[src/rtl/core/tpaf_pkg.sv]
package tpaf_pkg;

  localparam int CHANNELS_DEF = 8;
  localparam int MASK_W       = 8;
  localparam int TICK_W       = 8;
  localparam int FUNC_W       = 2;
  localparam int CHAN_W       = 3;
  localparam int CFG_IDX_W    = 1;

  localparam logic [TICK_W-1:0] CUTOFF_RESET    = 8'd95;
  localparam logic [TICK_W-1:0] MIN_CROSS_RESET = 8'd5;

  localparam logic [FUNC_W-1:0] FUNC_TICK  = 2'd0;
  localparam logic [FUNC_W-1:0] FUNC_CROSS = 2'd1;
  localparam logic [FUNC_W-1:0] FUNC_DELAY = 2'd2;

  localparam logic [CFG_IDX_W-1:0] CFG_CUTOFF    = 1'd0;
  localparam logic [CFG_IDX_W-1:0] CFG_MIN_CROSS = 1'd1;

  typedef struct packed {
    logic [MASK_W-1:0] gate_mask;
    logic              sync_lost;
    logic              cross_taken;
  } result_t;

endpackage

[src/rtl/core/tpaf_core.sv]
module tpaf_core #(
  parameter int CHANNELS = tpaf_pkg::CHANNELS_DEF
) (
  input  logic                           clk,
  input  logic                           rst,
  input  logic                           cfg_write,
  input  logic [tpaf_pkg::CFG_IDX_W-1:0] cfg_index,
  input  logic [tpaf_pkg::TICK_W-1:0]    cfg_data,
  input  logic                           take,
  input  logic [tpaf_pkg::FUNC_W-1:0]    func,
  input  logic [tpaf_pkg::CHAN_W-1:0]    channel,
  input  logic [tpaf_pkg::TICK_W-1:0]    delay_ticks,
  output tpaf_pkg::result_t              res
);
  import tpaf_pkg::*;

  localparam int GATE_N = (CHANNELS < MASK_W) ? CHANNELS : MASK_W;

  logic [TICK_W-1:0] cutoff_tick;
  logic [TICK_W-1:0] min_cross_interval;
  logic [TICK_W-1:0] phase_count;
  logic [TICK_W-1:0] phase_count_next;
  logic              lost;
  logic              lost_next;
  logic [TICK_W-1:0] channel_delay [CHANNELS];
  logic [TICK_W:0]   tick_sum;
  logic              over;
  logic              cross_ok;
  logic [MASK_W-1:0] gates;

  // 9-bit increment so a count of 255 still overruns the cutoff
  assign tick_sum = {1'b0, phase_count} + {{TICK_W{1'b0}}, 1'b1};
  assign over     = tick_sum > {1'b0, cutoff_tick};
  assign cross_ok = phase_count >= min_cross_interval;

  always_comb begin
    gates = '0;
    for (int c = 0; c < GATE_N; c++) begin
      gates[c] = {1'b0, channel_delay[c]} <= tick_sum;
    end
  end

  always_comb begin
    phase_count_next = phase_count;
    lost_next        = lost;
    res.gate_mask    = '0;
    res.cross_taken  = 1'b0;
    case (func)
      FUNC_TICK: begin
        if (over) begin
          phase_count_next = cutoff_tick;
          lost_next        = 1'b1;
        end else begin
          phase_count_next = tick_sum[TICK_W-1:0];
          res.gate_mask    = gates;
        end
      end
      FUNC_CROSS: begin
        if (cross_ok) begin
          phase_count_next = '0;
          lost_next        = 1'b0;
          res.cross_taken  = 1'b1;
        end
      end
      default: begin
      end
    endcase
    res.sync_lost = lost_next;
  end

  always_ff @(posedge clk) begin
    if (rst) begin
      cutoff_tick        <= CUTOFF_RESET;
      min_cross_interval <= MIN_CROSS_RESET;
      phase_count        <= '0;
      lost               <= 1'b0;
      for (int c = 0; c < CHANNELS; c++) begin
        channel_delay[c] <= CUTOFF_RESET;
      end
    end else begin
      if (cfg_write) begin
        case (cfg_index)
          CFG_CUTOFF:    cutoff_tick        <= cfg_data;
          CFG_MIN_CROSS: min_cross_interval <= cfg_data;
          default: begin
          end
        endcase
      end
      if (take) begin
        phase_count <= phase_count_next;
        lost        <= lost_next;
        if (func == FUNC_DELAY) begin
          for (int c = 0; c < CHANNELS; c++) begin
            if (int'(channel) == c) begin
              channel_delay[c] <= delay_ticks;
            end
          end
        end
      end
    end
  end

endmodule

[src/rtl/core/tpaf_out_buf.sv]
module tpaf_out_buf (
  input  logic              clk,
  input  logic              rst,
  input  logic              push,
  input  tpaf_pkg::result_t push_data,
  output logic              room,
  output logic              valid,
  input  logic              ready,
  output tpaf_pkg::result_t data
);
  import tpaf_pkg::*;

  result_t skid;
  logic    skid_valid;
  logic    pop;

  assign pop  = valid && ready;
  assign room = !skid_valid;

  always_ff @(posedge clk) begin
    if (rst) begin
      valid      <= 1'b0;
      skid_valid <= 1'b0;
    end else if (skid_valid) begin
      // drain the skid entry first; no push can arrive while it is full
      if (pop) begin
        skid_valid <= 1'b0;
      end
    end else if (push) begin
      if (!valid || pop) begin
        valid <= 1'b1;
      end else begin
        skid_valid <= 1'b1;
      end
    end else if (pop) begin
      valid <= 1'b0;
    end
  end

  always_ff @(posedge clk) begin
    if (skid_valid) begin
      if (pop) begin
        data <= skid;
      end
    end else if (push) begin
      if (!valid || pop) begin
        data <= push_data;
      end else begin
        skid <= push_data;
      end
    end
  end

endmodule

[src/rtl/core/triac_phase_angle_firing_unit.sv]
// Eight-channel phase-angle triac firing unit. Each input transaction is a
// timer tick, a mains zero crossing or a per-channel delay write, and each
// produces exactly one result transaction: the gate mask for this tick, the
// sticky sync-lost flag and whether a zero crossing was taken. A transaction
// is accepted every cycle: the counter, the flag and all channel compares
// update in one pass, and the result lands in a two-entry output buffer, so
// in_ready drops only when both entries hold results the consumer has not
// taken. Registers cutoff_tick (index 0, reset 95) and min_cross_interval
// (index 1, reset 5) are written through cfg_write/cfg_index/cfg_data; the
// user must write them only while idle, which the unit does not enforce.
module triac_phase_angle_firing_unit #(
  parameter int CHANNELS = tpaf_pkg::CHANNELS_DEF
) (
  input  logic                           clk,
  input  logic                           rst,
  input  logic                           cfg_write,
  input  logic [tpaf_pkg::CFG_IDX_W-1:0] cfg_index,
  input  logic [tpaf_pkg::TICK_W-1:0]    cfg_data,
  input  logic                           in_valid,
  output logic                           in_ready,
  input  logic [tpaf_pkg::FUNC_W-1:0]    func,
  input  logic [tpaf_pkg::CHAN_W-1:0]    channel,
  input  logic [tpaf_pkg::TICK_W-1:0]    delay_ticks,
  output logic                           out_valid,
  input  logic                           out_ready,
  output logic [tpaf_pkg::MASK_W-1:0]    gate_mask,
  output logic                           sync_lost,
  output logic                           cross_taken
);
  import tpaf_pkg::*;

  logic    take;
  result_t res;
  result_t out_data;

  assign take = in_valid && in_ready;

  tpaf_core #(
    .CHANNELS(CHANNELS)
  ) u_core (
    .clk        (clk),
    .rst        (rst),
    .cfg_write  (cfg_write),
    .cfg_index  (cfg_index),
    .cfg_data   (cfg_data),
    .take       (take),
    .func       (func),
    .channel    (channel),
    .delay_ticks(delay_ticks),
    .res        (res)
  );

  tpaf_out_buf u_out_buf (
    .clk      (clk),
    .rst      (rst),
    .push     (take),
    .push_data(res),
    .room     (in_ready),
    .valid    (out_valid),
    .ready    (out_ready),
    .data     (out_data)
  );

  assign gate_mask   = out_data.gate_mask;
  assign sync_lost   = out_data.sync_lost;
  assign cross_taken = out_data.cross_taken;

endmodule

[config.mk]
export PLATFORM = sky130hd
export DESIGN_NAME = triac_phase_angle_firing_unit
export DESIGN_NICKNAME = d
export VERILOG_FILES = /design/src/rtl/core/tpaf_pkg.sv /design/src/rtl/core/tpaf_core.sv /design/src/rtl/core/tpaf_out_buf.sv /design/src/rtl/core/triac_phase_angle_firing_unit.sv
export SDC_FILE = /design/constraint.sdc
export NUM_CORES = 1
export LEC_CHECK = 0
export ABC_AREA = 1
export BUFFER_PORTS_ARGS = -buffer_cell sky130_fd_sc_hd__buf_2
export CAP_MARGIN = 20
export CORE_ASPECT_RATIO = 1.25
export CORE_MARGIN = 4
export CORE_UTILIZATION = 60
export CTS_CLUSTER_DIAMETER = 40
export DETAILED_ROUTE_END_ITERATION = 7
export MAX_ROUTING_LAYER = met4
export PLACE_DENSITY = 0.79
export SYNTH_ARGS = -nofsm -noshare
export SYNTH_HDL_FRONTEND = slang
export SYNTH_SLANG_ARGS = --single-unit
[constraint.sdc]
create_clock -name clk -period 5.66 [get_ports clk]
set_input_delay 1.132 -clock clk [delete_from_list [all_inputs] [get_ports clk]]
set_output_delay 1.132 -clock clk [all_outputs]
set_load 0.01 [all_outputs]
---- After elaboration in Yosys (flattened, before gate mapping) ----
Memory sizes are Yosys's and may differ from the RTL's.
Cells that the tools add are included.
word-level totals
  bits of input ports ..................... 27
  bits in latches ......................... 0
  memories kept ........................... 1
  memory bits (writable) .................. 64
  flip-flop bits (word level) ............. 47
  word-level logic and storage cells ...... 135
  output and inout bits ................... 12
  bits in read-only memories .............. 0
memories
  memory                depth  bits a word  rd ports  clocked after Yosys merged registers in  write ports  line             source
  u_core.channel_delay  8      8            8         0                                        8            tpaf_core.sv:25  logic [TICK_W-1:0] channel_delay [CHANNELS];
operators by class
  divide/modulo/power cells ............... 0
  mux-type cells .......................... 71
  reduce and logical (&&, ||, !) cells .... 17
  multiply operators ...................... 0
  order comparisons ....................... 10
  $add $sub $neg .......................... 1
  bitwise operators ....................... 11
  equal/unequal tests ..................... 12
  shift operators ......................... 0
operators with widths
  operator                                               count
  2-to-1 mux 8 bit                                       12
  less-or-equal comparator 8 x 9 -> 1 bit                8
  2-to-1 mux 1 bit                                       53
  2-to-1 mux 10 bit                                      4
  one-hot mux 8 bit (2 select lines)                     1
  equality test 3 bit, second input constant             4
  AND reduction 3 bit                                    4
  adder 8 x 1 -> 9 bit, second input constant            1
  > comparator 9 x 8 -> 1 bit                            1
  >= comparator 8 bit                                    1
  bitwise OR 1 bit                                       8
  nonzero test 2 bit                                     4
  equality test 3 x 2 -> 1 bit, second input constant    2
  inequality test 2 x 1 -> 1 bit, second input constant  2
  AND reduction 2 bit                                    2
  equality test 3 x 1 -> 1 bit, second input constant    1
  logical NOT 3 bit                                      1
  NOT 1 bit                                              3
  equality test 2 x 1 -> 1 bit, second input constant    1
  equality test 2 bit, second input constant             1
  logical AND 1 bit                                      2
  logical NOT 1 bit                                      2
  logical NOT 2 bit                                      1
  inequality test 2 bit, second input constant           1
  2 further kinds                                        2

---- Depth between registers and ports, before layout ----
Gate-level depths: netlist (run 1).
  depth in word-level cells ............... 7
  gate-level depth with buffers ........... 18
  depth with buffers taken out ............ 18

---- Modules after synthesis ----
Synthesis (run 1) repeated with hierarchy kept, for this count alone.
second synthesis, totals
  cells, all modules ...................... 696
  area, all modules ....................... 6351.1 sq um
by module, submodules not included
  module                         sequential area each (sq um)  area each (sq um)  cells an instance  times used
  tpaf_core                      2422.3                        5491.5             620                1
  tpaf_out_buf                   640.6                         852.1              74                 1
  triac_phase_angle_firing_unit  0.0                           7.5                2                  1

---- Worst setup path before layout (run 1) ----
Ideal clock, no wire load.
  kind .................................... register to register
  start ................................... reg u_core.phase_count[0]
  end ..................................... reg u_out_buf.data[2] in the netlist's numbering, data pin
  setup slack ............................. 2.992 ns
  clock period less this slack ............ 2.668 ns
  arrival ................................. 2.537 ns
  required time ........................... 5.529 ns
  stages on the path, launching flop included .. 18
  setup time .............................. 0.131 ns
  path buffers ............................ 0
  cells stage by stage .................... dfxtp_1 > ha_1 > nand3_1 > nor2_1 > xor2_1 > inv_1 > ha_1 > nand2_1 > nand2_1 > nand2_1 > nand2_1 > nor2_4 > nand2_8 > nand2_4 > nand2_8 > inv_4 > nand3_1 > nand2_1
on the way
  cells in the longest elaborated chain, start to end .. 7
  elaborated cells between the ends (all ways) .. 8
  those cells by class .................... add/sub (1); order compare (2); mux (5)
ends and longest elaborated chain
  what                                                                                           line                              source
  start: declaration                                                                             tpaf_core.sv:21                   logic [TICK_W-1:0] phase_count;
  start signal: assignment                                                                       tpaf_core.sv:90                   phase_count <= phase_count_next;
  adder 8 x 1 -> 9 bit (*)                                                                       tpaf_core.sv:32                   assign tick_sum = {1'b0, phase_count} + {{TICK_W{1'b0}}, 1'b1};
  less-or-equal comparator 8 x 9 -> 1 bit / > comparator 9 x 8 -> 1 bit (equally long branches)  tpaf_core.sv:39, tpaf_core.sv:33
  2-to-1 mux 8 bit (*)                                                                           tpaf_core.sv:50                   if (over) begin
  2-to-1 mux 8 bit (*)                                                                           tpaf_core.sv:48                   case (func)
  2-to-1 mux 10 bit (*)                                                                          tpaf_out_buf.sv:46                if (!valid || pop) begin
  2-to-1 mux 10 bit (*)                                                                          tpaf_out_buf.sv:45                end else if (push) begin
  2-to-1 mux 10 bit (*)                                                                          tpaf_out_buf.sv:41                if (skid_valid) begin
  end signal: assignment                                                                         tpaf_out_buf.sv:43                data <= skid;
  end signal: assignment                                                                         tpaf_out_buf.sv:47                data <= push_data;
  end: declaration                                                                               tpaf_out_buf.sv:9                 output tpaf_pkg::result_t data
Mark *: on every way between the ends. The rest lies on a longest branch, timed or not. The select of a mux whose other input is x is not followed.
A chain may end at the register's enable or synchronous reset.

---- Final worst setup path (run 1) ----
Ends and elaborated chain as after synthesis.

==> run summary, run 1 <==
The tools report the number of warnings issued by yosys as 0. For the number of nets produced by synthesis, the log shows 851. The run gives 0.908 as the routability-driven placement congestion ratio. The die covers 12700 µm². The tools report the DRC violation total after the first TritonRoute iteration as 349.

The category of cells accounting for the largest share of critical-path delay is simple AND/OR/NAND/NOR gates. After technology mapping, the gate count stands at 743. Setup violations remaining at the end of the flow were counted as 0.

The die span in x is 102 µm, and the remaining antenna violation count is 0. For the final database, setup skew stands at 0.0104 ns. The number of global-route vias before repair came out at 5256. The fraction of final layout cells with drive strength greater than 1 works out to 0.105. Once detailed placement completed, the half-perimeter wirelength came to 11.4 mm.

The number of buffers inserted during clock tree synthesis was 9; the total buffers and inverters traversed by the critical path was 2. The largest individual stage delay along the critical path comes from the cell sky130_fd_sc_hd__xor2_1. Setup repair after global routing left no endpoint under its margin.

The total of hold buffers inserted after clock tree synthesis is 0. In this run the deepest clock path goes through 2 buffers. The most frequent cell on the critical path is sky130_fd_sc_hd__nand2_1.

The max-capacitance violation count came out at 0. After floorplanning, the core was divided into 42 placement rows. The tools report the total routing usage reported by global routing as 0.260. The buffer count from post-CTS setup fixing is 0. The final period utilization was 0.596. The detailed-route wire length per cell is 16.9 µm, and the share of the core filled with cells in the final layout is 0.674.

The data arrival time at the worst-slack endpoint was 3.61 ns. The number of different library cells used by synthesis comes to 30. At the pin with the least slew margin, the transition time is 1.09 ns.

After clock tree synthesis, the clock-pin slew on the worst setup and hold paths is 0.07 ns. For the core footprint, the log shows 10700 µm². The largest driver fanout on the critical path is 10, and the synthesized area divided by synthesized cell count is 8.87 µm². After detailed routing, the number of remaining DRC violations is 0. The worst setup path is captured at a flip-flop.

Initial antenna violation count: 0. The depth of the CTS H-tree is 3, and the worst relative slew slack is 0.269. Clock tree synthesis selected as its root buffer the cell sky130_fd_sc_hd__clkbuf_16. The critical path goes through ha_1, nand3_1, nor2_1, xor2_1, inv_1, ha_1, nand2_1, nand2_1, nand2_1, nand2_1, nor2_4, nand2_8, nand2_4, nand2_8, inv_4, nand3_1, nand2_1. The via density per instance is 5.72. The netlist area before placement came out at 6590 µm².

In this design, the stage delay of the slowest critical-path cell is 0.87 ns. Adding up every negative setup slack in the final design gives 0 ns. The static leakage power was 3.25 nW; the insertion delay of the later-clocked pin in the worst-skew pair was 0.36 ns. Static timing analysis puts the maximum clock frequency at 296 MHz.

The area added between synthesis and finish was 9.08%. The run gives 5.89 ns as the data required time at the worst endpoint. For the hold violation total from the final report, the log shows 0. The filler cells instantiated in the layout total 865.

The worst setup path is launched from a flip-flop. After global routing the overflow that remains totals 0. During I/O placement, the number of pins put on the boundary was 39. Time the final worst path needs with I/O delays and setup: 3.37 ns. The effective utilization at floorplan is 0.618. The library cell used most frequently in the layout, excluding fill and tap cells, is sky130_fd_sc_hd__nand2_1.

For the number of instances resized during post-cts repair, the log shows 0. TritonCTS built the clock tree. The run finished with clean final reports. The tools report the largest net degree at the start of global routing as 35. In this run the power density over the cells is 270 nW/µm².

Kind of critical path: flip-flop to flip-flop. The min-delay analysis places its worst path in the category flip-flop to flip-flop. The clock drives 111 sinks.

Buffers placed on the I/O ports in this run total 38. In this run, synthesis produced a sequential element count of 111. Share of synthesized area occupied by flip-flops and latches: 0.465. The logs give 176 µV for the worst voltage drop across the vdd grid and 5 for the first-pass iteration count of the detailed router. The library cells used most frequently in the layout, excluding fill and tap cells, are sky130_fd_sc_hd__nand2_1 (212), sky130_fd_sc_hd__inv_1 (85), sky130_fd_sc_hd__edfxtp_1 (84), sky130_fd_sc_hd__ha_1 (81), sky130_fd_sc_hd__nor2_1 (63).

Total number of vias: 5266. After the last flow step, the layout net total stands at 891. The number of antenna repair diodes came out at 0.

Max-slew violation count: 0. The first global-routing pass estimated 25.0 mm of wire. The final wirelength was 15.6 mm; the die extent in y was 125 µm.
==> logic make-up after synthesis <==
| family | Yosys count | synth area share |
|---|---|---|
| compound gates | 92 | 0.0760 |
| xor+xnor | 3 | 0.00399 |
| simple gates | 354 | 0.239 |
| buf+inv | 102 | 0.0623 |
| flops | 111 | 0.465 |
| fa+ha+maj | 81 | 0.154 |
==> final timing paths <==
| path | from | end | slack [ns] | depth (start not counted) |
|---|---|---|---|---|
| hold reg to reg | u_core.min_cross_interval[7] | u_core.min_cross_interval[7] | 0.47 | 2 |
| setup / recovery | u_core.phase_count[0] | u_out_buf.data[2] | 2.29 | 17 |
| setup reg to reg | u_core.phase_count[0] | u_out_buf.data[2] | 2.29 | 17 |
| hold / removal | u_core.min_cross_interval[7] | u_core.min_cross_interval[7] | 0.47 | 2 |
==> layer usage <==
metal,part of all wire,vias up,GRT usage
met5,0,-,-
met4,0.026,0,0.0876
met3,0.074,40,0.0423
met2,0.51,202,0.437
met1,0.39,2447,0.316
li1,-,2577,-
==> tightest hold or removal path, stage by stage (launching register included) <==
cell and delay [ns]:
sky130_fd_sc_hd__dfxtp_1 0.30, sky130_fd_sc_hd__inv_1 0.07, sky130_fd_sc_hd__a21oi_1 0.06
==> cell type report <==
| class | count | area (µm²) | share of cell area |
|---|---|---|---|
| clock inverter | 7 | 66.3 | 0.00923 |
| inverter | 91 | 347 | 0.0482 |
| tap | 132 | 165 | 0.0230 |
| multi-input combinational | 530 | 3110 | 0.433 |
| sequential | 111 | 3060 | 0.426 |
| timing repair buffer | 40 | 205 | 0.0286 |
| clock buffer | 9 | 225 | 0.0313 |
==> Yosys cell counts, drive strengths merged <==
cell type	number	share of area
nand2	217	0.13
inv	91	0.053
edfxtp	84	0.38
ha	81	0.15
nor2	70	0.043
a21oi	54	0.041
nand3	40	0.033
dfxtp	27	0.082
o21ai	22	0.017
nand4	15	0.017
nand3b	8	0.011
o21a	8	0.0091
clkbuf	7	0.0040
o211ai	7	0.0080
buf	4	0.0057
nor3	4	0.0030
xor2	3	0.0040
a21o	1	0.0011
==> flip-flops by register name, indices dropped and copies added, names as in the netlist <==
name	count
u_core.channel_delay	64
u_out_buf.data	10
u_out_buf.skid	10
u_core.cutoff_tick	8
u_core.min_cross_interval	8
u_core.phase_count	8
u_core.lost	1
u_out_buf.skid_valid	1
u_out_buf.valid	1
==> per-stage QoR <==
step                setup WS, ns  area [µm²]  total power [mW]  hold WS, ns  cells
floorplan                   2.99        6590              1.21        0.433    743
global placement            2.49        6890              1.30        0.454    904
detailed placement          2.35        6890              1.32        0.462    904
CTS                         2.28        7190              1.93        0.473    920
global route                1.98        7190              2.02        0.496    920
finish                      2.29        7190              1.94        0.470    920
==> where the power goes <==
part	switching [mW]	internal [mW]	total (mW)	leakage, nW
combinational	0.245	0.131	0.376	2.10
sequential	0.0195	0.916	0.935	1.01
clock	0.320	0.308	0.629	0.136
Power figures use the tool's default switching activity.
==> inputs of run 2 (changes only) <==
--- a/config.mk
+++ b/config.mk
@@ -10,11 +10,11 @@
 export CAP_MARGIN = 20
 export CORE_ASPECT_RATIO = 1.25
 export CORE_MARGIN = 4
-export CORE_UTILIZATION = 60
+export CORE_UTILIZATION = 56
 export CTS_CLUSTER_DIAMETER = 40
 export DETAILED_ROUTE_END_ITERATION = 7
 export MAX_ROUTING_LAYER = met4
-export PLACE_DENSITY = 0.79
+export PLACE_DENSITY = 0.77
 export SYNTH_ARGS = -nofsm -noshare
 export SYNTH_HDL_FRONTEND = slang
 export SYNTH_SLANG_ARGS = --single-unit
==> constraint.sdc (replaced) <==
create_clock -name clk -period 2.8 [get_ports clk]
set_input_delay 0.56 -clock clk [delete_from_list [all_inputs] [get_ports clk]]
set_output_delay 0.56 -clock clk [all_outputs]
set_load 0.01 [all_outputs]
==> run 2 against run 1 <==
  * Sequential cell count is the same
  * Fmax grew 29%
  * Wire length grew 1.1%
  * Critical path depth is the same
  * Clock skew shrank 0.00098 ns
  * Design area grew 1.2%
  * Largest power group unchanged
  * Core utilization shrank 4.4 points
  * Power grew 100%
  * Setup slack lost 2.1 ns
  * Sequential share of layout area shrank 0.50 points
  * Register-to-register slack lost 2.1 ns
  * Global-route usage shrank 1.5 points
==> run summary, run 2 (synthesis results as in run 1) <==
Most flop-heavy register: u_core.channel_delay (unchanged). Top flop regs: u_core.channel_delay x64, u_out_buf.data x10, u_out_buf.skid x10 (unchanged). The tools report the effective utilization at floorplan as 0.570 (was 0.618). The final setup violation count is 0 (unchanged). Die span in x: 105 µm (was 102 µm). The met1 layer wirelength in the final routing is 6.45 mm (was 6.11 mm). The run gives 2.77 mW (was 1.36 mW) as the internal power. The master of the slowest instance on the critical path is sky130_fd_sc_hd__dfxtp_1 (was sky130_fd_sc_hd__xor2_1).

The largest driver fanout on the critical path was 10 (unchanged). The via density per instance works out to 5.65 (was 5.72). The detailed-route wire length per cell was 16.9 µm (about the same); the setup slack of the worst register-to-register path was 0.19 ns (was 2.29 ns).

The cell row count is 44 (was 42), and the data arrival time at the worst-slack endpoint is 2.85 ns (was 3.61 ns). Die extent in y: 129 µm (was 125 µm). The run gives 5150 (was 5256) as the number of global-route vias before repair.

For the proportion of power drawn by combinational gates, the log shows 0.196 (was 0.194). The kind of critical path is flip-flop to flip-flop (unchanged). The routed length on met2 was 7.86 mm (was 7.90 mm); the routability-driven placement congestion ratio was 0.926 (was 0.908). The worst-case clock buffer depth was 2 (unchanged). Maximum clock skew at final layout: 0.00946 ns (was 0.0104 ns). The startpoint type of the worst setup path is a flip-flop (unchanged).

The total buffers and inverters traversed by the critical path is 2 (unchanged). The fraction of final layout cells with drive strength greater than 1 is 0.117 (was 0.105). The core footprint is 11600 µm² (was 10700 µm²), and the total number of vias is 5275 (was 5266). The tools report the type of destination of the critical path as a flip-flop (unchanged). Setup repair after global routing left no endpoint under its margin.

The run gives 25.0 mm (about the same) as the global-route wire length before repair. The run gives 35 (unchanged) as the largest net degree at the start of global routing. The clock transition time at the flip-flop clock pins of the worst setup and hold paths was 0.08 ns (was 0.07 ns). The most common cell after layout, fill and taps aside was sky130_fd_sc_hd__nand2_1 (unchanged).

The tools report the number of primary I/O pins as 39 (unchanged). The max-slew violation count was 0 (unchanged). The logs give 1.20 mW (was 0.585 mW) for the power dissipated by switching net loads and 3.29 nW (was 3.25 nW) for the static leakage power. Buffer count from post-CTS setup fixing: 0 (unchanged).

The category of cells accounting for the largest share of critical-path delay was simple AND/OR/NAND/NOR gates (unchanged). The logs give 0 (unchanged) for the total of hold buffers inserted after clock tree synthesis and 3 (unchanged) for the depth of the CTS H-tree. The logs give 9 (unchanged) for the number of buffers inserted during clock tree synthesis and 383 MHz (was 296 MHz) for the upper clock frequency limit. The worst voltage drop across the vdd grid was 311 µV (was 176 µV); the transition at the pin with the smallest max-transition slack was 0.813 ns (was 1.09 ns).

The final HPWL from detailed placement was 11.5 mm (was 11.4 mm); the number of buffers inserted by port buffering was 38 (unchanged). For the die area, the log shows 13600 µm² (was 12700 µm²). The final wirelength is 15.7 mm (was 15.6 mm), and the number of remaining DRC errors is 0 (unchanged).

The tools report the number of instances resized during post-cts repair as 0 (unchanged). The run gives 898 (was 891) as the final-stage net count. The clock tree root driver cell was sky130_fd_sc_hd__clkbuf_16 (unchanged). The total routing usage reported by global routing is 0.246 (was 0.260), and the first-pass iteration count of the detailed router is 6 (was 5). Most frequent cell on the critical path: sky130_fd_sc_hd__nand2_1 (unchanged). The run finished with clean final reports. The setup total negative slack was 0 ns (unchanged). DRC violation total after the first TritonRoute iteration: 307 (was 349). The area added between synthesis and finish is 10.4% (was 9.08%). For the post-route cell area, the log shows 7270 µm² (was 7190 µm²).

The routed wire length on met3 was 1.01 mm (was 1.14 mm); the fraction of power spent switching nets was 0.302 (about the same). Number of clock sinks: 111 (unchanged). TritonCTS built the clock tree. The hold violation total from the final report came out at 0 (unchanged).

Sequence of cells on the critical path: ha_2, nand3_1, nor2_1, xor2_1, inv_1, ha_1, nand2_1, nand2_1, nand2_1, nand2_1, nor2_4, nand2_8, nand2_4, nand2_8, inv_4, nand3_1, nand2_1 (was ha_1, nand3_1, nor2_1, xor2_1, inv_1, ha_1, nand2_1, nand2_1, nand2_1, nand2_1, nor2_4, nand2_8, nand2_4, nand2_8, inv_4, nand3_1, nand2_1). The path class of the lowest-slack min-delay path was input port to flip-flop (was flip-flop to flip-flop). The logs give 3.04 ns (was 5.89 ns) for the data required time at the worst endpoint and 0 (unchanged) for the aggregate global routing overflow. The worst relative slew slack is 0.456 (was 0.269). The sequential fraction of design power was 0.477 (was 0.482).

The logs give 0.36 ns (about the same) for the insertion delay of the later-clocked pin in the worst-skew pair and 0.326 (was 0.324) for the clock share of power. Top library cells by usage in the layout, fill and taps aside: sky130_fd_sc_hd__nand2_1 (212), sky130_fd_sc_hd__inv_1 (85), sky130_fd_sc_hd__edfxtp_1 (84), sky130_fd_sc_hd__ha_1 (80), sky130_fd_sc_hd__nor2_1 (63) (was sky130_fd_sc_hd__nand2_1 (212), sky130_fd_sc_hd__inv_1 (85), sky130_fd_sc_hd__edfxtp_1 (84), sky130_fd_sc_hd__ha_1 (81), sky130_fd_sc_hd__nor2_1 (63)). The final period utilization works out to 0.932 (was 0.596).

The max-capacitance violation count was 0 (unchanged). The initial antenna violation count came out at 0 (unchanged). The flip-flop count of the largest register, all copies and words added came out at 64 (unchanged). The number of antenna repair diodes was 0 (unchanged).

The highest routed metal layer is met4 (unchanged). The time the final worst path needs with I/O delays and setup works out to 2.61 ns (was 3.37 ns). The number of fill cells was 948 (was 865); the largest stage delay on the critical path was 0.39 ns (was 0.87 ns).

The cell area power density was 545 nW/µm² (was 270 nW/µm²). For the placement-stage cell area, the log shows 6970 µm² (was 6890 µm²). The tools report the remaining antenna violation count as 0 (unchanged).
==> run 2: cell count changes in the layout (fill, tap and decap cells not counted) <==
cell,before,now
sky130_fd_sc_hd__xor2_2,0,1
sky130_fd_sc_hd__xor2_1,3,2
sky130_fd_sc_hd__inv_6,3,1
sky130_fd_sc_hd__inv_8,0,4
sky130_fd_sc_hd__ha_2,0,1
sky130_fd_sc_hd__dfxtp_2,0,1
sky130_fd_sc_hd__buf_12,0,1
sky130_fd_sc_hd__ha_1,81,80
sky130_fd_sc_hd__clkinv_8,1,0
sky130_fd_sc_hd__dfxtp_1,27,26
sky130_fd_sc_hd__clkinvlp_4,2,1
sky130_fd_sc_hd__buf_4,2,8
==> run 2: path summary, 6_finish.rpt <==
kind	cells after the start	start	to
hold / removal	3	cfg_data[0]	u_core.min_cross_interval[0]
setup reg to reg	17	u_core.phase_count[1]	u_out_buf.data[6]
setup / recovery	17	u_core.phase_count[1]	u_out_buf.data[6]
hold reg to reg	2	u_core.min_cross_interval[5]	u_core.min_cross_interval[5]
==> run 2: area by class of cell <==
type | count | area (µm²) | share of cell area
repair buffers | 47 | 270 | 0.0372
flip-flops and latches | 111 | 3060 | 0.421
clock buffers | 9 | 225 | 0.0310
inverters | 91 | 347 | 0.0477
clock inverters | 7 | 70.1 | 0.00963
multi-input cells | 530 | 3120 | 0.430
well taps | 138 | 173 | 0.0237
==> run 2: power groups by stage <==
| stage | logic (mW) | clock network [mW] | registers [mW] |
|---|---|---|---|
| 6_report | 0.778 | 1.29 | 1.89 |
| 5_1_grt | 0.876 | 1.36 | 1.90 |
| 4_1_cts | 0.774 | 1.31 | 1.89 |
| 3_5_place_dp | 0.765 | 0 | 1.93 |
| 3_3_place_gp | 0.721 | 0 | 1.93 |
| 2_1_floorplan | 0.520 | 0 | 1.92 |
==> run 2: per-stage QoR <==
step | hold WS [ns] | power (mW) | std cells | worst slack (ns) | util
2_1_floorplan | 0.433 | 2.44 | 743 | 0.132 | -
3_3_place_gp | 0.448 | 2.65 | 917 | 0.299 | 0.603
3_5_place_dp | 0.451 | 2.69 | 917 | 0.210 | 0.603
4_1_cts | 0.415 | 3.97 | 933 | 0.163 | 0.628
5_1_grt | 0.439 | 4.14 | 933 | 0.00912 | 0.629
6_report | 0.424 | 3.96 | 933 | 0.191 | 0.629
==> run 2: worst register-to-register path, stage by stage, from the launching register on <==
cell	delay, ns
sky130_fd_sc_hd__dfxtp_1	0.39
sky130_fd_sc_hd__ha_2	0.23
sky130_fd_sc_hd__nand3_1	0.14
sky130_fd_sc_hd__nor2_1	0.16
sky130_fd_sc_hd__xor2_1	0.20
sky130_fd_sc_hd__inv_1	0.06
sky130_fd_sc_hd__ha_1	0.29
sky130_fd_sc_hd__nand2_1	0.07
sky130_fd_sc_hd__nand2_1	0.04
sky130_fd_sc_hd__nand2_1	0.05
sky130_fd_sc_hd__nand2_1	0.08
sky130_fd_sc_hd__nor2_4	0.17
sky130_fd_sc_hd__nand2_8	0.09
sky130_fd_sc_hd__nand2_4	0.14
sky130_fd_sc_hd__nand2_8	0.10
sky130_fd_sc_hd__inv_4	0.11
sky130_fd_sc_hd__nand3_1	0.09
sky130_fd_sc_hd__nand2_1	0.07
==> run 2: routing by layer <==
layer / vias to the layer above / global-route usage
met4: 0 / 0.0942
met3: 39 / 0.0379
met2: 204 / 0.421
met1: 2437 / 0.294
li1: 2595 / -
met5: - / -
==> inputs of run 3 (changes only) <==
--- a/config.mk
+++ b/config.mk
@@ -5,16 +5,15 @@
 export SDC_FILE = /design/constraint.sdc
 export NUM_CORES = 1
 export LEC_CHECK = 0
-export ABC_AREA = 1
 export BUFFER_PORTS_ARGS = -buffer_cell sky130_fd_sc_hd__buf_2
 export CAP_MARGIN = 20
 export CORE_ASPECT_RATIO = 1.25
 export CORE_MARGIN = 4
-export CORE_UTILIZATION = 56
+export CORE_UTILIZATION = 55
 export CTS_CLUSTER_DIAMETER = 40
 export DETAILED_ROUTE_END_ITERATION = 7
 export MAX_ROUTING_LAYER = met4
-export PLACE_DENSITY = 0.77
+export PLACE_DENSITY = 0.76
 export SYNTH_ARGS = -nofsm -noshare
 export SYNTH_HDL_FRONTEND = slang
 export SYNTH_SLANG_ARGS = --single-unit
==> run 3 against run 2 <==
  * Core utilization is 3.4 points higher
  * Setup slack worse by 0.15 ns
  * Worst hold slack worse by 0.0075 ns
  * Final cell count is 16% lower
  * Design area is 2.1% higher
  * Sequential cell count stayed put
  * Wire length is 1.0% higher
  * Fmax is 5.5% lower
  * Largest cell class unchanged
==> run summary, run 3 <==
Largest net degree at the start of global routing: 46 (was 35). The fraction of final layout cells with drive strength greater than 1 is 0.217 (was 0.117), and the flip-flop count of the largest register, all copies and words added is 64 (unchanged). The clock transition time at the flip-flop clock pins of the worst setup and hold paths was 0.07 ns (was 0.08 ns); the number of antenna repair diodes was 0 (unchanged). The total number of vias was 4792 (was 5275); the remaining antenna violation count was 0 (unchanged). The number of buffers inserted by port buffering came out at 38 (unchanged). The startpoint type of the worst setup path was a flip-flop (unchanged). The run gives 7420 µm² (was 7270 µm²) as the post-route cell area. The number of clock sinks came out at 111 (unchanged). The critical path launch point was u_core.phase_count[0] (was u_core.phase_count[1]). Path class of the lowest-slack min-delay path: input port to flip-flop (unchanged). The final period utilization was 0.986 (was 0.932). The kind of critical path was flip-flop to flip-flop (unchanged). The placement-stage cell area is 6860 µm² (was 6970 µm²). The die area was 13400 µm² (was 13600 µm²); the placed instance count was 762 (was 917). The global-route wire length before repair came out at 24.4 mm (was 25.0 mm). Top flop regs: u_core.channel_delay x64, u_out_buf.data x10, u_out_buf.skid x10 (unchanged). The die extent in y works out to 128 µm (was 129 µm). Most flop-heavy register: u_core.channel_delay (unchanged). The first-pass iteration count of the detailed router was 5 (was 6); the final setup violation count was 0 (unchanged). The run gives 276 (was 307) as the DRC violation total after the first TritonRoute iteration.

The tools report the capture point of the worst reg-to-reg path as u_out_buf.data[6] (unchanged). The effective utilization at floorplan came out at 0.569 (was 0.570). The worst slack after detailed placement is -0.0633 ns (was 0.210 ns). The time the final worst path needs with I/O delays and setup is 2.76 ns (was 2.61 ns), and the area added between synthesis and finish is 16.6% (was 10.4%). The logs give 53 (was 30) for the number of library cell types mapped by synthesis and 0.481 (was 0.465) for the share of synthesized area occupied by flip-flops and latches. For the share of the core filled with cells in the final layout, the log shows 0.663 (was 0.629). Most instantiated cells after synthesis: sky130_fd_sc_hd__edfxtp_1 (84), sky130_fd_sc_hd__ha_1 (81), sky130_fd_sc_hd__nand2_1 (47) (was sky130_fd_sc_hd__nand2_1 (212), sky130_fd_sc_hd__inv_1 (85), sky130_fd_sc_hd__edfxtp_1 (84)). The setup total negative slack was 0 ns (unchanged); the total routing usage reported by global routing was 0.242 (was 0.246). The number of register bits inferred by synthesis is 111 (unchanged). The flip-flop cell with the highest count after synthesis is sky130_fd_sc_hd__edfxtp_1 (unchanged). The run finished with clean final reports. The routability-driven placement congestion ratio came out at 0.867 (was 0.926).

The cell row count was 43 (was 44); the number of primary I/O pins was 39 (unchanged). The final-stage net count was 753 (was 898); the depth of the worst register-to-register path was 12 (was 17). For the depth of the CTS H-tree, the log shows 3 (unchanged). Hold-critical path endpoint: u_out_buf.skid_valid (was u_core.min_cross_interval[0]).

The data arrival time at the worst-slack endpoint was 2.86 ns (was 2.85 ns); the detailed-route wire length per cell was 20.2 µm (was 16.9 µm). The number of global-route vias before repair was 4908 (was 5150); the number of buffers inserted during clock tree synthesis was 9 (unchanged). The netlist area before placement is 6370 µm² (was 6590 µm²). Most common cell after layout, fill and taps aside: sky130_fd_sc_hd__edfxtp_1 (was sky130_fd_sc_hd__nand2_1).

The largest driver fanout on the critical path was 8 (was 10); the filler-free cell count of the finished design was 785 (was 933). Core footprint: 11200 µm² (was 11600 µm²). The die span in x is 104 µm (was 105 µm), and the aggregate global routing overflow is 0 (unchanged). Top post-synthesis cells by area: sky130_fd_sc_hd__edfxtp_1 (40%), sky130_fd_sc_hd__ha_1 (16%), sky130_fd_sc_hd__dfxtp_1 (8.5%), sky130_fd_sc_hd__or3_1 (3.6%), sky130_fd_sc_hd__nand2_1 (2.8%) (was sky130_fd_sc_hd__edfxtp_1 (38%), sky130_fd_sc_hd__ha_1 (15%), sky130_fd_sc_hd__nand2_1 (12%), sky130_fd_sc_hd__dfxtp_1 (8.2%), sky130_fd_sc_hd__inv_1 (4.8%)). The insertion delay of the later-clocked pin in the worst-skew pair is 0.34 ns (was 0.36 ns).

The cell area power density was 460 nW/µm² (was 545 nW/µm²). The startpoint of the lowest-slack register-to-register path is u_core.phase_count[0] (was u_core.phase_count[1]). The synthesized area divided by synthesized cell count is 11.0 µm² (was 8.87 µm²). Leading cell type by number of instances after synthesis: sky130_fd_sc_hd__edfxtp_1 (was sky130_fd_sc_hd__nand2_1). TritonCTS built the clock tree. The worst-case clock buffer depth came out at 2 (unchanged). The startpoint of the most critical hold path was out_ready (was cfg_data[0]).

Number of fill cells: 851 (was 948). Max-capacitance violation count: 0 (unchanged). For the static leakage power, the log shows 2.88 nW (was 3.29 nW).

The share of flip-flops with an asynchronous set or reset after synthesis was 0 (unchanged). The depth of the worst hold-timing path works out to 2 (was 3). Transition at the pin with the smallest max-transition slack: 0.808 ns (was 0.813 ns). Number of warnings issued by yosys: 0 (unchanged). Clock tree root driver cell: sky130_fd_sc_hd__clkbuf_16 (unchanged). The tools report the number of nets produced by synthesis as 687 (was 851). For the worst relative slew slack, the log shows 0.460 (was 0.456). For the maximum clock skew at final layout, the log shows 0.00729 ns (was 0.00946 ns). The share of Yosys cell area claimed by the top area cell type works out to 0.396 (was 0.383). The data required time at the worst endpoint is 2.89 ns (was 3.04 ns). The upper clock frequency limit is 362 MHz (was 383 MHz), and the initial antenna violation count is 0 (unchanged).

For the post-synthesis cell count, the log shows 579 (was 743). Final HPWL from detailed placement: 11.2 mm (was 11.5 mm). Top library cells by usage in the layout, fill and taps aside: sky130_fd_sc_hd__edfxtp_1 (84), sky130_fd_sc_hd__ha_1 (74), sky130_fd_sc_hd__nand2_1 (47), sky130_fd_sc_hd__buf_2 (38), sky130_fd_sc_hd__or3_1 (37) (was sky130_fd_sc_hd__nand2_1 (212), sky130_fd_sc_hd__inv_1 (85), sky130_fd_sc_hd__edfxtp_1 (84), sky130_fd_sc_hd__ha_1 (80), sky130_fd_sc_hd__nor2_1 (63)). The via density per instance was 6.10 (was 5.65).

Setup repair after global routing could not meet its margin everywhere. The final wirelength came out at 15.9 mm (was 15.7 mm). The run gives 0 (unchanged) as the total of hold buffers inserted after clock tree synthesis.

Setup slack of the worst register-to-register path: 0.04 ns (was 0.19 ns). The type of destination of the critical path is a flip-flop (unchanged). For the number of remaining DRC errors, the log shows 0 (unchanged).

The worst path setup slack after routing was 0.0389 ns (was 0.191 ns); the count of flip-flops with a built-in enable after synthesis was 84 (unchanged). The max-slew violation count was 0 (unchanged). The cell taking the most area after synthesis was sky130_fd_sc_hd__edfxtp_1 (unchanged).

The worst voltage drop across the vdd grid is 299 µV (was 311 µV), and the hold violation total from the final report is 0 (unchanged).
-- run 3: cell types whose count changed after synthesis, sizes merged, moves of 9 or more --
| cell | delta |
|---|---|
| a31oi | +9 |
| nand2 | -170 |
| o21ai | +13 |
| or3 | +37 |
| nor2 | -40 |
| a21oi | -28 |
| nor2b | +12 |
| nand2b | +28 |
| inv | -54 |
| mux2 | +9 |
| nand3 | -32 |
-- run 3: how the worst max path moves through the flow --
stage	to	cells past startpoint	slack [ns]
3_3_place_gp	u_out_buf.data[5]	11	0.08
4_1_cts	u_out_buf.data[8]	10	0.02
3_5_place_dp	u_out_buf.data[8]	11	-0.06
2_1_floorplan	u_core.phase_count[3]	12	0.08
5_1_grt	u_out_buf.data[5]	12	-0.04
6_report	u_out_buf.data[6]	12	0.04
-- run 3: cell type report --
cell class | instances | area, µm² | share of cell area
clock inverters | 4 | 22.5 | 0.00303
multi-input cells | 415 | 3320 | 0.447
well taps | 135 | 169 | 0.0228
repair buffers | 71 | 465 | 0.0627
clock buffers | 12 | 236 | 0.0319
inverters | 37 | 144 | 0.0194
flip-flops and latches | 111 | 3070 | 0.413
-- run 3: metal layers --
metal | vias up | GRT usage | wire [µm]
met2 | 162 | 0.442 | 8390
met1 | 2285 | 0.255 | 6050
li1 | 2293 | - | -
met4 | 0 | 0.116 | 597
met3 | 52 | 0.0388 | 847
met5 | - | - | 0
-- run 3: cell families (layout without fill, tap and decap cells) --
family                     Yosys count  in the layout  share of synthesized area
DFF                                111            111                      0.481
adders and majority gates           81             81                      0.159
AOI/OAI and AO/OA                  110            110                      0.114
buffers and inverters               53            124                     0.0342
and+or+nand+nor                    202            202                      0.176
xor gates and xnor gates             6              6                    0.00825
muxes                               16             16                     0.0269
-- run 3: worst max-delay path: stages, from the launching register on --
cell	delay [ns]
sky130_fd_sc_hd__dfxtp_2	0.37
sky130_fd_sc_hd__ha_4	0.15
sky130_fd_sc_hd__and3_4	0.21
sky130_fd_sc_hd__nand3_2	0.10
sky130_fd_sc_hd__xnor2_2	0.22
sky130_fd_sc_hd__inv_1	0.07
sky130_fd_sc_hd__buf_6	0.16
sky130_fd_sc_hd__ha_1	0.30
sky130_fd_sc_hd__o21ai_0	0.10
sky130_fd_sc_hd__nand2b_1	0.09
sky130_fd_sc_hd__a21oi_1	0.07
sky130_fd_sc_hd__o311a_2	0.40
sky130_fd_sc_hd__mux2_2	0.27
-- run 3: what timing repair did --
action	4_1_cts	5_1_grt
buffers inserted	0	7
endpoints found under the setup margin	9	24
gates cloned	0	0
pin swaps	1	8
gates resized for setup	4	42
-- run 3: power breakdown --
group | leakage, nW | internal (mW) | switching [mW]
clock | 0.124 | 0.600 | 0.549
combinational | 1.78 | 0.159 | 0.231
sequential | 0.981 | 1.84 | 0.0331
-- run 3: stage by stage --
step           power, mW  hold WS [ns]
2_1_floorplan       2.12         0.436
3_3_place_gp        2.25         0.446
3_5_place_dp        2.27         0.450
4_1_cts             3.39         0.415
5_1_grt             3.53         0.414
6_report            3.41         0.416
